[src/rtl/aes_pkg.sv]
// ----------------------------------------------------------------------------
// aes_pkg
// shared types and constants of the auto-exposure step block
// ----------------------------------------------------------------------------
package aes_pkg;

  localparam int unsigned DivSteps = 32;
  localparam int unsigned CntW     = $clog2(DivSteps);

  localparam logic [15:0] RatioSat     = 16'hffff;
  localparam logic [9:0]  ExposureInit = 10'h080;
  localparam logic [9:0]  GainInit     = 10'h010;

  localparam logic [7:0]  TargetLevelRst    = 8'd65;
  localparam logic [7:0]  RaiseThresholdRst = 8'd20;
  localparam logic [7:0]  LowerThresholdRst = 8'd12;
  localparam logic [9:0]  ExposureMaxRst    = 10'h3ff;
  localparam logic [9:0]  ExposureMinRst    = 10'd1;
  localparam logic [9:0]  GainMaxRst        = 10'h3ff;
  localparam logic [9:0]  GainMinRst        = 10'd16;

  typedef enum logic [2:0] {
    REG_TARGET_LEVEL    = 3'd0,
    REG_RAISE_THRESHOLD = 3'd1,
    REG_LOWER_THRESHOLD = 3'd2,
    REG_EXPOSURE_MAX    = 3'd3,
    REG_EXPOSURE_MIN    = 3'd4,
    REG_GAIN_MAX        = 3'd5,
    REG_GAIN_MIN        = 3'd6
  } cfg_reg_e;

  typedef enum logic [2:0] {
    ST_IDLE,
    ST_DIVIDE,
    ST_DECIDE,
    ST_SCALE,
    ST_APPLY
  } state_e;

  typedef enum logic [1:0] {
    MOVE_NONE,
    MOVE_EXPOSURE,
    MOVE_GAIN
  } move_e;

  typedef struct packed {
    logic [7:0] target_level;
    logic [7:0] raise_threshold;
    logic [7:0] lower_threshold;
    logic [9:0] exposure_max;
    logic [9:0] exposure_min;
    logic [9:0] gain_max;
    logic [9:0] gain_min;
  } cfg_t;

  typedef struct packed {
    logic load;
    logic div_step;
    logic decide;
    logic scale;
    logic apply;
  } cmd_t;

  typedef struct packed {
    logic out_blocked;
  } stat_t;

endpackage

[src/rtl/aes_ctrl.sv]
// ----------------------------------------------------------------------------
// aes_ctrl
// sequencer: accept, divide, decide, scale, apply
// ----------------------------------------------------------------------------
module aes_ctrl
  import aes_pkg::*;
(
  input  logic  clk_i,
  input  logic  rst_ni,
  input  logic  in_valid_i,
  output logic  in_stall_o,
  input  stat_t stat_i,
  output cmd_t  cmd_o
);

  state_e            state_q, state_d;
  logic [CntW-1:0]   cnt_q, cnt_d;

  always_ff @(posedge clk_i or negedge rst_ni) begin
    if (!rst_ni) begin
      state_q <= ST_IDLE;
      cnt_q   <= '0;
    end else begin
      state_q <= state_d;
      cnt_q   <= cnt_d;
    end
  end

  always_comb begin
    state_d    = state_q;
    cnt_d      = cnt_q;
    cmd_o      = '0;
    in_stall_o = 1'b1;
    unique case (state_q)
      ST_IDLE: begin
        in_stall_o = 1'b0;
        if (in_valid_i) begin
          cmd_o.load = 1'b1;
          cnt_d      = '0;
          state_d    = ST_DIVIDE;
        end
      end
      ST_DIVIDE: begin
        cmd_o.div_step = 1'b1;
        cnt_d          = cnt_q + 1'b1;
        if (cnt_q == CntW'(DivSteps - 1)) begin
          state_d = ST_DECIDE;
        end
      end
      ST_DECIDE: begin
        cmd_o.decide = 1'b1;
        state_d      = ST_SCALE;
      end
      ST_SCALE: begin
        cmd_o.scale = 1'b1;
        state_d     = ST_APPLY;
      end
      ST_APPLY: begin
        if (!stat_i.out_blocked) begin
          cmd_o.apply = 1'b1;
          state_d     = ST_IDLE;
        end
      end
      default: state_d = ST_IDLE;
    endcase
  end

endmodule

[src/rtl/aes_datapath.sv]
// ----------------------------------------------------------------------------
// aes_datapath
// ratio divider, step arithmetic, exposure and gain state, result register
// ----------------------------------------------------------------------------
module aes_datapath
  import aes_pkg::*;
(
  input  logic        clk_i,
  input  logic        rst_ni,
  input  cfg_t        cfg_i,
  input  cmd_t        cmd_i,
  output stat_t       stat_o,
  input  logic [23:0] pixel_count_i,
  input  logic [31:0] luma_sum_i,
  output logic        out_valid_o,
  input  logic        out_stall_i,
  output logic [9:0]  exposure_o,
  output logic [9:0]  gain_o,
  output logic        updated_o
);

  // divider
  logic [31:0] quo_q;
  logic [27:0] rem_q;
  logic [27:0] dvs_q;
  logic [28:0] trial;
  logic [28:0] diff;
  logic        ge;
  logic [31:0] num;

  // decision and step
  logic [15:0] ratio;
  logic [15:0] ratio_q;
  move_e       move_q, move_d;
  logic        up_q, up_d;
  logic        upd_q, upd_d;
  logic [9:0]  val_q, val_d;
  logic [9:0]  lim_q, lim_d;
  logic [25:0] prod;
  logic [21:0] scaled_q;

  logic [21:0] v22;
  logic [21:0] d_up, d_dn, step;
  logic [22:0] sum_up;
  logic [22:0] lim_plus;
  logic [21:0] diff_dn;
  logic [9:0]  new_val;

  // state and result
  logic [9:0]  exposure_q;
  logic [9:0]  gain_q;
  logic        out_valid_q;
  logic [9:0]  out_exposure_q;
  logic [9:0]  out_gain_q;
  logic        out_updated_q;

  assign num   = {8'd0, pixel_count_i} * {24'd0, cfg_i.target_level};
  assign trial = {rem_q, quo_q[31]};
  assign ge    = trial >= {1'b0, dvs_q};
  assign diff  = trial - {1'b0, dvs_q};

  always_ff @(posedge clk_i) begin
    if (cmd_i.load) begin
      quo_q <= num;
      rem_q <= '0;
      dvs_q <= luma_sum_i[31:4];
    end else if (cmd_i.div_step) begin
      quo_q <= {quo_q[30:0], ge};
      rem_q <= ge ? diff[27:0] : trial[27:0];
    end
  end

  assign ratio = (dvs_q == '0 || (|quo_q[31:16])) ? RatioSat : quo_q[15:0];

  always_comb begin
    move_d = MOVE_NONE;
    up_d   = 1'b0;
    upd_d  = 1'b0;
    val_d  = exposure_q;
    lim_d  = cfg_i.exposure_max;
    if (ratio > {8'd0, cfg_i.raise_threshold}) begin
      upd_d = 1'b1;
      up_d  = 1'b1;
      if (exposure_q < cfg_i.exposure_max) begin
        move_d = MOVE_EXPOSURE;
        val_d  = exposure_q;
        lim_d  = cfg_i.exposure_max;
      end else if (gain_q < cfg_i.gain_max) begin
        move_d = MOVE_GAIN;
        val_d  = gain_q;
        lim_d  = cfg_i.gain_max;
      end
    end else if (ratio < {8'd0, cfg_i.lower_threshold}) begin
      upd_d = 1'b1;
      if (gain_q > cfg_i.gain_min) begin
        move_d = MOVE_GAIN;
        val_d  = gain_q;
        lim_d  = cfg_i.gain_min;
      end else if (exposure_q > cfg_i.exposure_min) begin
        move_d = MOVE_EXPOSURE;
        val_d  = exposure_q;
        lim_d  = cfg_i.exposure_min;
      end
    end
  end

  always_ff @(posedge clk_i) begin
    if (cmd_i.decide) begin
      ratio_q <= ratio;
      move_q  <= move_d;
      up_q    <= up_d;
      upd_q   <= upd_d;
      val_q   <= val_d;
      lim_q   <= lim_d;
    end
  end

  assign prod = {16'd0, val_q} * {10'd0, ratio_q};

  always_ff @(posedge clk_i) begin
    if (cmd_i.scale) begin
      scaled_q <= prod[25:4];
    end
  end

  // half the excess, at least one, clamped to the limit
  assign v22      = {12'd0, val_q};
  assign d_up     = (scaled_q > v22) ? ((scaled_q - v22) >> 1) : '0;
  assign d_dn     = (scaled_q < v22) ? ((v22 - scaled_q) >> 1) : '0;
  assign step     = up_q ? ((d_up == '0) ? 22'd1 : d_up) : ((d_dn == '0) ? 22'd1 : d_dn);
  assign sum_up   = {1'b0, v22} + {1'b0, step};
  assign lim_plus = {13'd0, lim_q} + {1'b0, step};
  assign diff_dn  = v22 - step;

  always_comb begin
    if (up_q) begin
      new_val = (sum_up > {13'd0, lim_q}) ? lim_q : sum_up[9:0];
    end else begin
      new_val = ({1'b0, v22} < lim_plus) ? lim_q : diff_dn[9:0];
    end
  end

  always_ff @(posedge clk_i or negedge rst_ni) begin
    if (!rst_ni) begin
      exposure_q  <= ExposureInit;
      gain_q      <= GainInit;
      out_valid_q <= 1'b0;
    end else begin
      if (cmd_i.apply) begin
        out_valid_q <= 1'b1;
        if (move_q == MOVE_EXPOSURE) begin
          exposure_q <= new_val;
        end
        if (move_q == MOVE_GAIN) begin
          gain_q <= new_val;
        end
      end else if (out_valid_q && !out_stall_i) begin
        out_valid_q <= 1'b0;
      end
    end
  end

  always_ff @(posedge clk_i) begin
    if (cmd_i.apply) begin
      out_exposure_q <= (move_q == MOVE_EXPOSURE) ? new_val : exposure_q;
      out_gain_q     <= (move_q == MOVE_GAIN) ? new_val : gain_q;
      out_updated_q  <= upd_q;
    end
  end

  assign stat_o.out_blocked = out_valid_q & out_stall_i;
  assign out_valid_o        = out_valid_q;
  assign exposure_o         = out_exposure_q;
  assign gain_o             = out_gain_q;
  assign updated_o          = out_updated_q;

endmodule

[src/rtl/auto_exposure_step.sv]
// ----------------------------------------------------------------------------
// auto_exposure_step
// per-frame auto-exposure step with exposure-first raise, gain-first lower
// ----------------------------------------------------------------------------
// One statistics beat (pixel count, luma sum) gives one result beat with the
// new exposure and gain and an updated flag. From accept to result,
// count*target is formed and registered in the accept cycle, then the
// one-bit-per-cycle restoring divider yields the correction ratio, then the
// decide, scale and apply states pick the value to move, multiply it by the
// ratio and apply the clamped step. The next beat is accepted in the cycle
// after the step is applied, so a new beat is not taken before the last is
// through; a result held in the output register only stalls the apply cycle
// of the following item. The user must write registers through the cfg
// port only while no item is in flight; the block itself does not enforce it.
module auto_exposure_step
  import aes_pkg::*;
(
  input  logic        clk_i,
  input  logic        rst_ni,
  input  logic        cfg_we_i,
  input  logic [2:0]  cfg_index_i,
  input  logic [9:0]  cfg_data_i,
  input  logic        in_valid_i,
  output logic        in_stall_o,
  input  logic [23:0] pixel_count_i,
  input  logic [31:0] luma_sum_i,
  output logic        out_valid_o,
  input  logic        out_stall_i,
  output logic [9:0]  exposure_o,
  output logic [9:0]  gain_o,
  output logic        updated_o
);

  cfg_t  cfg_q;
  cmd_t  cmd;
  stat_t stat;

  always_ff @(posedge clk_i or negedge rst_ni) begin
    if (!rst_ni) begin
      cfg_q.target_level    <= TargetLevelRst;
      cfg_q.raise_threshold <= RaiseThresholdRst;
      cfg_q.lower_threshold <= LowerThresholdRst;
      cfg_q.exposure_max    <= ExposureMaxRst;
      cfg_q.exposure_min    <= ExposureMinRst;
      cfg_q.gain_max        <= GainMaxRst;
      cfg_q.gain_min        <= GainMinRst;
    end else if (cfg_we_i) begin
      unique case (cfg_index_i)
        REG_TARGET_LEVEL:    cfg_q.target_level    <= cfg_data_i[7:0];
        REG_RAISE_THRESHOLD: cfg_q.raise_threshold <= cfg_data_i[7:0];
        REG_LOWER_THRESHOLD: cfg_q.lower_threshold <= cfg_data_i[7:0];
        REG_EXPOSURE_MAX:    cfg_q.exposure_max    <= cfg_data_i;
        REG_EXPOSURE_MIN:    cfg_q.exposure_min    <= cfg_data_i;
        REG_GAIN_MAX:        cfg_q.gain_max        <= cfg_data_i;
        REG_GAIN_MIN:        cfg_q.gain_min        <= cfg_data_i;
        default: ;
      endcase
    end
  end

  aes_ctrl u_ctrl (
    .clk_i      (clk_i),
    .rst_ni     (rst_ni),
    .in_valid_i (in_valid_i),
    .in_stall_o (in_stall_o),
    .stat_i     (stat),
    .cmd_o      (cmd)
  );

  aes_datapath u_datapath (
    .clk_i         (clk_i),
    .rst_ni        (rst_ni),
    .cfg_i         (cfg_q),
    .cmd_i         (cmd),
    .stat_o        (stat),
    .pixel_count_i (pixel_count_i),
    .luma_sum_i    (luma_sum_i),
    .out_valid_o   (out_valid_o),
    .out_stall_i   (out_stall_i),
    .exposure_o    (exposure_o),
    .gain_o        (gain_o),
    .updated_o     (updated_o)
  );

endmodule
[config.mk]
export PLATFORM = sky130hd
export DESIGN_NAME = auto_exposure_step
export DESIGN_NICKNAME = d
export VERILOG_FILES = /design/src/rtl/aes_pkg.sv /design/src/rtl/aes_ctrl.sv /design/src/rtl/aes_datapath.sv /design/src/rtl/auto_exposure_step.sv
export SDC_FILE = /design/constraint.sdc
export NUM_CORES = 2
export LEC_CHECK = 0
export BUFFER_PORTS_ARGS = -buffer_cell sky130_fd_sc_hd__buf_2
export CORE_MARGIN = 1.5
export CORE_UTILIZATION = 65
export CTS_CLUSTER_SIZE = 40
export DETAILED_ROUTE_END_ITERATION = 8
export PLACE_DENSITY = 0.83
export SYNTH_ARGS = -nofsm -noshare
export SYNTH_HDL_FRONTEND = slang
export SYNTH_SLANG_ARGS = --single-unit
[constraint.sdc]
create_clock -name clk_i -period 8.8 [get_ports clk_i]
set_clock_uncertainty 0.05 [all_clocks]
set_input_delay 2.64 -clock clk_i [delete_from_list [all_inputs] [get_ports clk_i]]
set_output_delay 2.64 -clock clk_i [all_outputs]
set_load 0.03 [all_outputs]
## After elaboration in Yosys (flattened, before gate mapping)

Index checks and enable logic that the tools add are counted.

- Bitwise logic cells: 1
- Multipliers: 2
- Magnitude comparators: 11
- Reductions and logical operators: 21
- Mux-type cells: 49
- Equality and inequality tests: 16
- Add/sub/neg operators: 7

Operator list:

| kind | number |
|---|---|
| two-way mux 10 bit | 16 |
| two-way mux 22 bit | 3 |
| two-way mux 32 bit | 2 |
| adder 10 x 22 -> 23 bit | 2 |
| zero test 22 bit | 2 |
| two-way mux 21 bit | 2 |
| multiplier 24 x 8 -> 32 bit | 1 |
| greater-or-equal comparator 29 x 28 -> 1 bit | 1 |
| zero test 28 bit | 1 |
| two-way mux 28 bit | 1 |
| subtractor 28 bit | 1 |
| multiplier 10 x 16 -> 26 bit | 1 |
| > comparator 23 x 10 -> 1 bit | 1 |
| < comparator 10 x 23 -> 1 bit | 1 |
| > comparator 22 x 10 -> 1 bit | 1 |
| < comparator 22 x 10 -> 1 bit | 1 |
| subtractor 10 x 22 -> 22 bit | 1 |
| subtractor 22 x 10 -> 22 bit | 1 |
| > comparator 10 bit | 2 |
| < comparator 10 bit | 2 |
| > comparator 16 x 8 -> 1 bit | 1 |
| < comparator 16 x 8 -> 1 bit | 1 |
| two-way mux 16 bit | 1 |
| AND reduction 2 bit | 8 |
| 24 further kinds | 53 |

- Logic and storage cells: 132
- Register bits after elaboration: 264
- Input port bits: 74
- Output and inout port bits: 23

## Logic depth before layout (Yosys ltp)

- Depth after elaboration: 10
- Mapped depth: 35
- Gate-level depth less buffers: 34

## Cells and area by module

From an unflattened synthesis, not the netlist that was laid out.

- Cell total of the unflattened synthesis: 2943
- Area, all modules: 27909.3 um2

By module, submodules not included:

| module | times used | cells an instance | seq. area each (um2) | area an instance (um2) |
|---|---|---|---|---|
| aes_datapath | 1 | 2759 | 5382.7 | 24989.0 |
| auto_exposure_step | 1 | 141 | 1636.6 | 2474.9 |
| aes_ctrl | 1 | 43 | 200.2 | 445.4 |

## Worst setup path after synthesis

Ideal clock, no wire load.

- Path kind: input-to-reg
- Start point: input port pixel_count_i[1]
- End point: register u_datapath.quo_q[31], data pin
- Cell stages on the path: 20
- Path slack: 0.799 ns
- Library setup time: 0.268 ns
- Required time: 8.482 ns
- Data arrival time: 7.683 ns
- Buffers on the path: 0
- Cells stage by stage: and2_1 fa_1 fa_1 inv_1 fa_1 fa_1 inv_1 ha_1 o21ai_0 a21oi_1 o31a_1 a211o_1 a31oi_1 o31ai_1 a311oi_1 o21ai_0 a2111o_1 a31oi_1 xnor2_1 o21ai_0

- Longest elaborated chain between the ends: 2

RTL lines:

| element | RTL line | text |
|---|---|---|
| from (decl) | auto_exposure_step.sv:25 | `input logic [23:0] pixel_count_i,` |
| multiplier 24 x 8 -> 32 bit | aes_datapath.sv:57 | `assign num = {8'd0, pixel_count_i} * {24'd0, cfg_i.target_level};` |
| two-way mux 32 bit | aes_datapath.sv:63 | `if (cmd_i.load) begin` |
| to (signal assigned) | aes_datapath.sv:64 | `quo_q <= num;` |
| to (signal assigned) | aes_datapath.sv:68 | `quo_q <= {quo_q[30:0], ge};` |
| to (decl) | aes_datapath.sv:23 | `logic [31:0] quo_q;` |

No other way between the ends.
A chain may end at the register's enable or synchronous reset.

## Worst setup path in the final report

- Start point: register u_datapath.val_q[1]
- End point: register u_datapath.out_exposure_q[6] (netlist: u_datapath.exposure_o[6]), data pin

- Longest elaborated chain between the ends: 10
- Elaborated cells between the ends (all ways): 20
- Those cells by class: add/sub (5); order compare (4); mux (9); reduce/logical (2)

RTL lines:

| element | RTL line | text |
|---|---|---|
| from (decl) | aes_datapath.sv:37 | `logic [9:0] val_q, val_d;` |
| from (signal assigned) | aes_datapath.sv:113 | `val_q <= val_d;` |
| subtractor 10 x 22 -> 22 bit, or another cell as far along | aes_datapath.sv:129 | `assign d_dn = (scaled_q < v22) ? ((v22 - scaled_q) >> 1) : '0;` |
| two-way mux 21 bit (on tied branches) | aes_datapath.sv:129, aes_datapath.sv:128 |  |
| zero test 22 bit | aes_datapath.sv:130 | `assign step = up_q ? ((d_up == '0) ? 22'd1 : d_up) : ((d_dn == '0) ? 22'd1 : d_dn);` |
| two-way mux 22 bit (2 in a row) | aes_datapath.sv:130 |  |
| adder 10 x 22 -> 23 bit (on tied branches) | aes_datapath.sv:132, aes_datapath.sv:131 |  |
| < comparator 10 x 23 -> 1 bit / > comparator 23 x 10 -> 1 bit (equally long branches) | aes_datapath.sv:139, aes_datapath.sv:137 |  |
| two-way mux 10 bit (on tied branches) | aes_datapath.sv:139, aes_datapath.sv:137 |  |
| two-way mux 10 bit (*) | aes_datapath.sv:136 | `if (up_q) begin` |
| two-way mux 10 bit (*) | n/a |  |
| to (signal assigned) | aes_datapath.sv:165 | `out_exposure_q <= (move_q == MOVE_EXPOSURE) ? new_val : exposure_q;` |
| to (decl) | aes_datapath.sv:53 | `logic [9:0] out_exposure_q;` |

Mark *: on every way between the ends. The rest lies on a longest branch, timed or not.

==> summary.txt <==
Timing
  – Slew Limit Fails: 0
  – Setup TNS: 0 ns
  – Worst slew pin tran: 1.26 ns
  – Max Clk Rate: 122 MHz
  – Slew headroom: between 15 and 20%
  – Final setup viols: 0
  – Final Hold Viols: 0
  – Fin crit period: 8.22 ns
  – RSZ-0062 raised after global routing: false
  – Final worst-path cycle share: 93.4%

Placement
  – Routability cong.: slightly below 1
  – Port Buffer Count: 92
  – HPWL Detailed: between 50000 and 60000 um

Routing
  – Drt via density: around 6
  – Final wirelength: roughly 68000 um
  – DR vias: between 20000 and 25000
  – Drt pass-1 iters: 6
  – Remaining antenna violation count after routing: 0
  – Detailed Route Iter0 Violations: between 1500 and 2000
  – DRC Markers: 0
  – WL/cell: 19.0 um

Synth
  – Post-Syn Nets: 3545
  – EDFF count, synth: around 140
  – FF+latch count, synth: 264
  – Synth warnings: 0
  – Avg Inst Size Synth: roughly 9 um2
  – Sequential-to-total area share from yosys stat: a little over a quarter
  – Netlist cell types: 86
  – Synth Cell Area: approximately 0.027 mm2
  – Ys async rst share: a little over a third
  – Post-Syn Instances: ~3000
  – Synth Flop Type: edfxtp_1

Critical path
  – Slowest stage cell on the critical path: edfxtp_1
  – CP startpoint: u_datapath.val_q[1]$_DFFE_PN_
  – CP Data Arrival Time: roughly 8.4 ns
  – Type of destination of the critical path: flip-flop
  – CP required: around 9.0 ns
  – Critical Path Max Stage Delay: ~0.61 ns
  – Crit Path Class: flip-flop to flip-flop
  – Crit start category: flip-flop
  – Max FO, Critical Path: 8
  – R2R depth: 29
  – Worst R2R Start: u_datapath.val_q[1]$_DFFE_PN_

Min path
  – HP Class: flip-flop to flip-flop
  – Hold Crit Depth: 0
  – Min-delay src: u_datapath.upd_q$_SDFFCE_PP1N_

Flow run
  – Max Cap Viol: 0

Layout
  – Layout Nets: around 3600
  – Final core occ: 71.0%
  – Fraction of layout cells with a size suffix above 1: 9.79%
  – Area Overhead vs Synth: 7.03%
  – Fillers: ~3000

Die
  – Core ar.: between 0.04 and 0.05 mm2
  – Boundary Pins: between 90 and 100
  – Die Area: about 0.043 mm2
  – Die width: about 210 um
  – Die Height: just over 200 um
  – Site Rows: 74
  – Effective utilization at floorplan: 66.4%

Clock tree
  – CTS Buf Count: 28
  – Post-CTS Setup Inserts: 0
  – Clock root cell: clkbuf_16
  – Post-CTS Hold Buffers: 0
  – CTS Sinks: 264
  – Worst skew pair latency: roughly 0.54 ns
  – Clock slew at reported path FFs: 0.06 ns
  – TritonCTS clock tree: built
  – H-tree levels: 1
  – Clock Tree Buf Depth: 3

Global route
  – Global Route Usage Sum: a little under a third
  – Vias in the first global route: 22400
  – First-pass GRT wire length: roughly 110000 um
  – Largest net degree at the start of global routing: around 70
  – Initial antenna violation count: 9
  – GR Overflow Total: 0

Power
  – Maximum VDD drop: approximately 0.29 mV
  – Pleak: roughly 14 nW
  – Pwr/cell area: 272 mW/mm2
  – Tot Pwr: just under 8 mW

Run status
  – Run status: finished, final reports clean
-- sequential cells by signal, indices dropped and copies added, names as in the netlist --
signal / cells
u_datapath.ratio_q: 16
u_datapath.rem_q: 28
u_datapath.quo_q: 32
u_datapath.val_q: 10
u_datapath.upd_q: 1
u_ctrl.state_q: 3
u_datapath.out_valid_o: 1
u_datapath.lim_q: 10
u_datapath.scaled_q: 22
u_datapath.dvs_q: 28
u_datapath.exposure_q: 10
u_datapath.exposure_o: 10
u_datapath.updated_o: 1
cfg_q: 64
u_datapath.gain_o: 10
u_datapath.move_q: 2
u_datapath.gain_q: 10
u_ctrl.cnt_q: 5
u_datapath.up_q: 1
-- metal layers --
metal	track usage, %	share of wire (%)	vias up
met5	0	0.091	-
met4	12.8	4.0	10
met3	4.12	6.9	202
met2	55.3	49	847
met1	39.5	40	10700
li1	-	-	10100
-- kinds of logic (layout without fill, tap and decap cells) --
group	after synthesis	in the layout	share of synthesized area, %
simple gates	926	926	16.4
compound gates	595	595	13.8
fa+ha+maj	510	510	30.2
buf+inv	488	561	6.81
flops	264	264	26.5
xor+xnor	102	102	3.27
mux	76	76	3.07
other cells	0	3	0
-- report_power, final --
group	leakage [nW]	total, mW	internal (mW)	switching (mW)
Sequential	2.66	1.92	1.67	0.250
Combinational	10.8	4.85	2.09	2.76
Clock	0.441	1.17	0.680	0.488
Total	13.9	7.94	4.44	3.50
-- per-stage QoR --
step	cell area, um2	instances	hold slack [ns]	worst slack, ns
6_report	29200	3569	0.385	0.581
5_1_grt	29200	3568	0.401	0.0680
4_1_cts	29200	3566	0.385	0.577
3_5_place_dp	28300	3514	0.356	0.133
3_3_place_gp	28300	3514	0.354	0.300
2_1_floorplan	27300	2961	0.350	0.799
-- worst max-delay path: cells and delay by family, from the launching register on --
kind	cells	cell delay [ns]
compound gates	11	2.96
xor+xnor	2	0.45
fa+ha+maj	4	1.48
buf+inv	2	0.28
flops	1	0.61
simple gates	10	2.10
-- cells in the mapped netlist (30+ instances only) --
cell type | instances | area share (%)
a21oi_1 | 132 | 2.4
nor2_1 | 126 | 1.7
nand2_1 | 402 | 5.5
xnor2_1 | 65 | 2.1
dfstp_2 | 30 | 2.9
fa_1 | 247 | 18
and2_1 | 158 | 3.6
o21ai_0 | 191 | 3.5
xor2_1 | 37 | 1.2
a21o_1 | 62 | 1.7
dfrtp_1 | 63 | 5.8
mux2_2 | 62 | 2.6
edfxtp_1 | 143 | 16
o21a_1 | 34 | 0.94
nor3_1 | 44 | 0.81
nand3_1 | 36 | 0.66
clkbuf_1 | 89 | 1.2
ha_1 | 263 | 12
inv_1 | 383 | 5.3
-- cell type report --
class,count,area (um2),area share [%]
well taps,532,666,2.28
repair buffers,125,711,2.43
diodes,3,7.51,0.0257
multi-input cells,2209,18200,62.5
clock buffers,36,772,2.64
inverters,384,1440,4.94
flip-flops and latches,264,7220,24.7
clock inverters,16,145,0.497
-- placed cells by master, fill, tap and decap left out, types with 29 or more instances in the layout --
| cell type | netlist | final |
|---|---|---|
| nand2_1 | 402 | 401 |
| inv_1 | 383 | 383 |
| ha_1 | 263 | 263 |
| fa_1 | 247 | 247 |
| o21ai_0 | 191 | 191 |
| and2_1 | 158 | 158 |
| edfxtp_1 | 143 | 143 |
| a21oi_1 | 132 | 130 |
| nor2_1 | 126 | 125 |
| buf_2 | 9 | 91 |
| xnor2_1 | 65 | 65 |
| dfrtp_1 | 63 | 63 |
| a21o_1 | 62 | 62 |
| mux2_2 | 62 | 62 |
| nor3_1 | 44 | 43 |
| xor2_1 | 37 | 37 |
| nand3_1 | 36 | 36 |
| o21a_1 | 34 | 34 |
| buf_4 | 0 | 34 |
| dfstp_2 | 30 | 30 |
| clkbuf_16 | 0 | 29 |
-- final timing paths --
check,slack (ns),end
worst max-delay path,0.58,u_datapath.exposure_o[6]$_DFFE_PP_
worst min-delay path,0.39,u_datapath.updated_o$_DFFE_PP_
worst max register to register,0.58,u_datapath.exposure_o[6]$_DFFE_PP_
worst min register to register,0.39,u_datapath.updated_o$_DFFE_PP_
max in group asynchronous,5.57,cfg_q[41]$_DFFE_PN0P_
min in group asynchronous,1.96,cfg_q[9]$_DFFE_PN0P_
-- what timing repair did --
action                                  CTS  global route
endpoints found under the setup margin    0             3
hold endpoints to repair                  0             0
gates resized for setup                   0             1
Power figures use the tool's default switching activity.
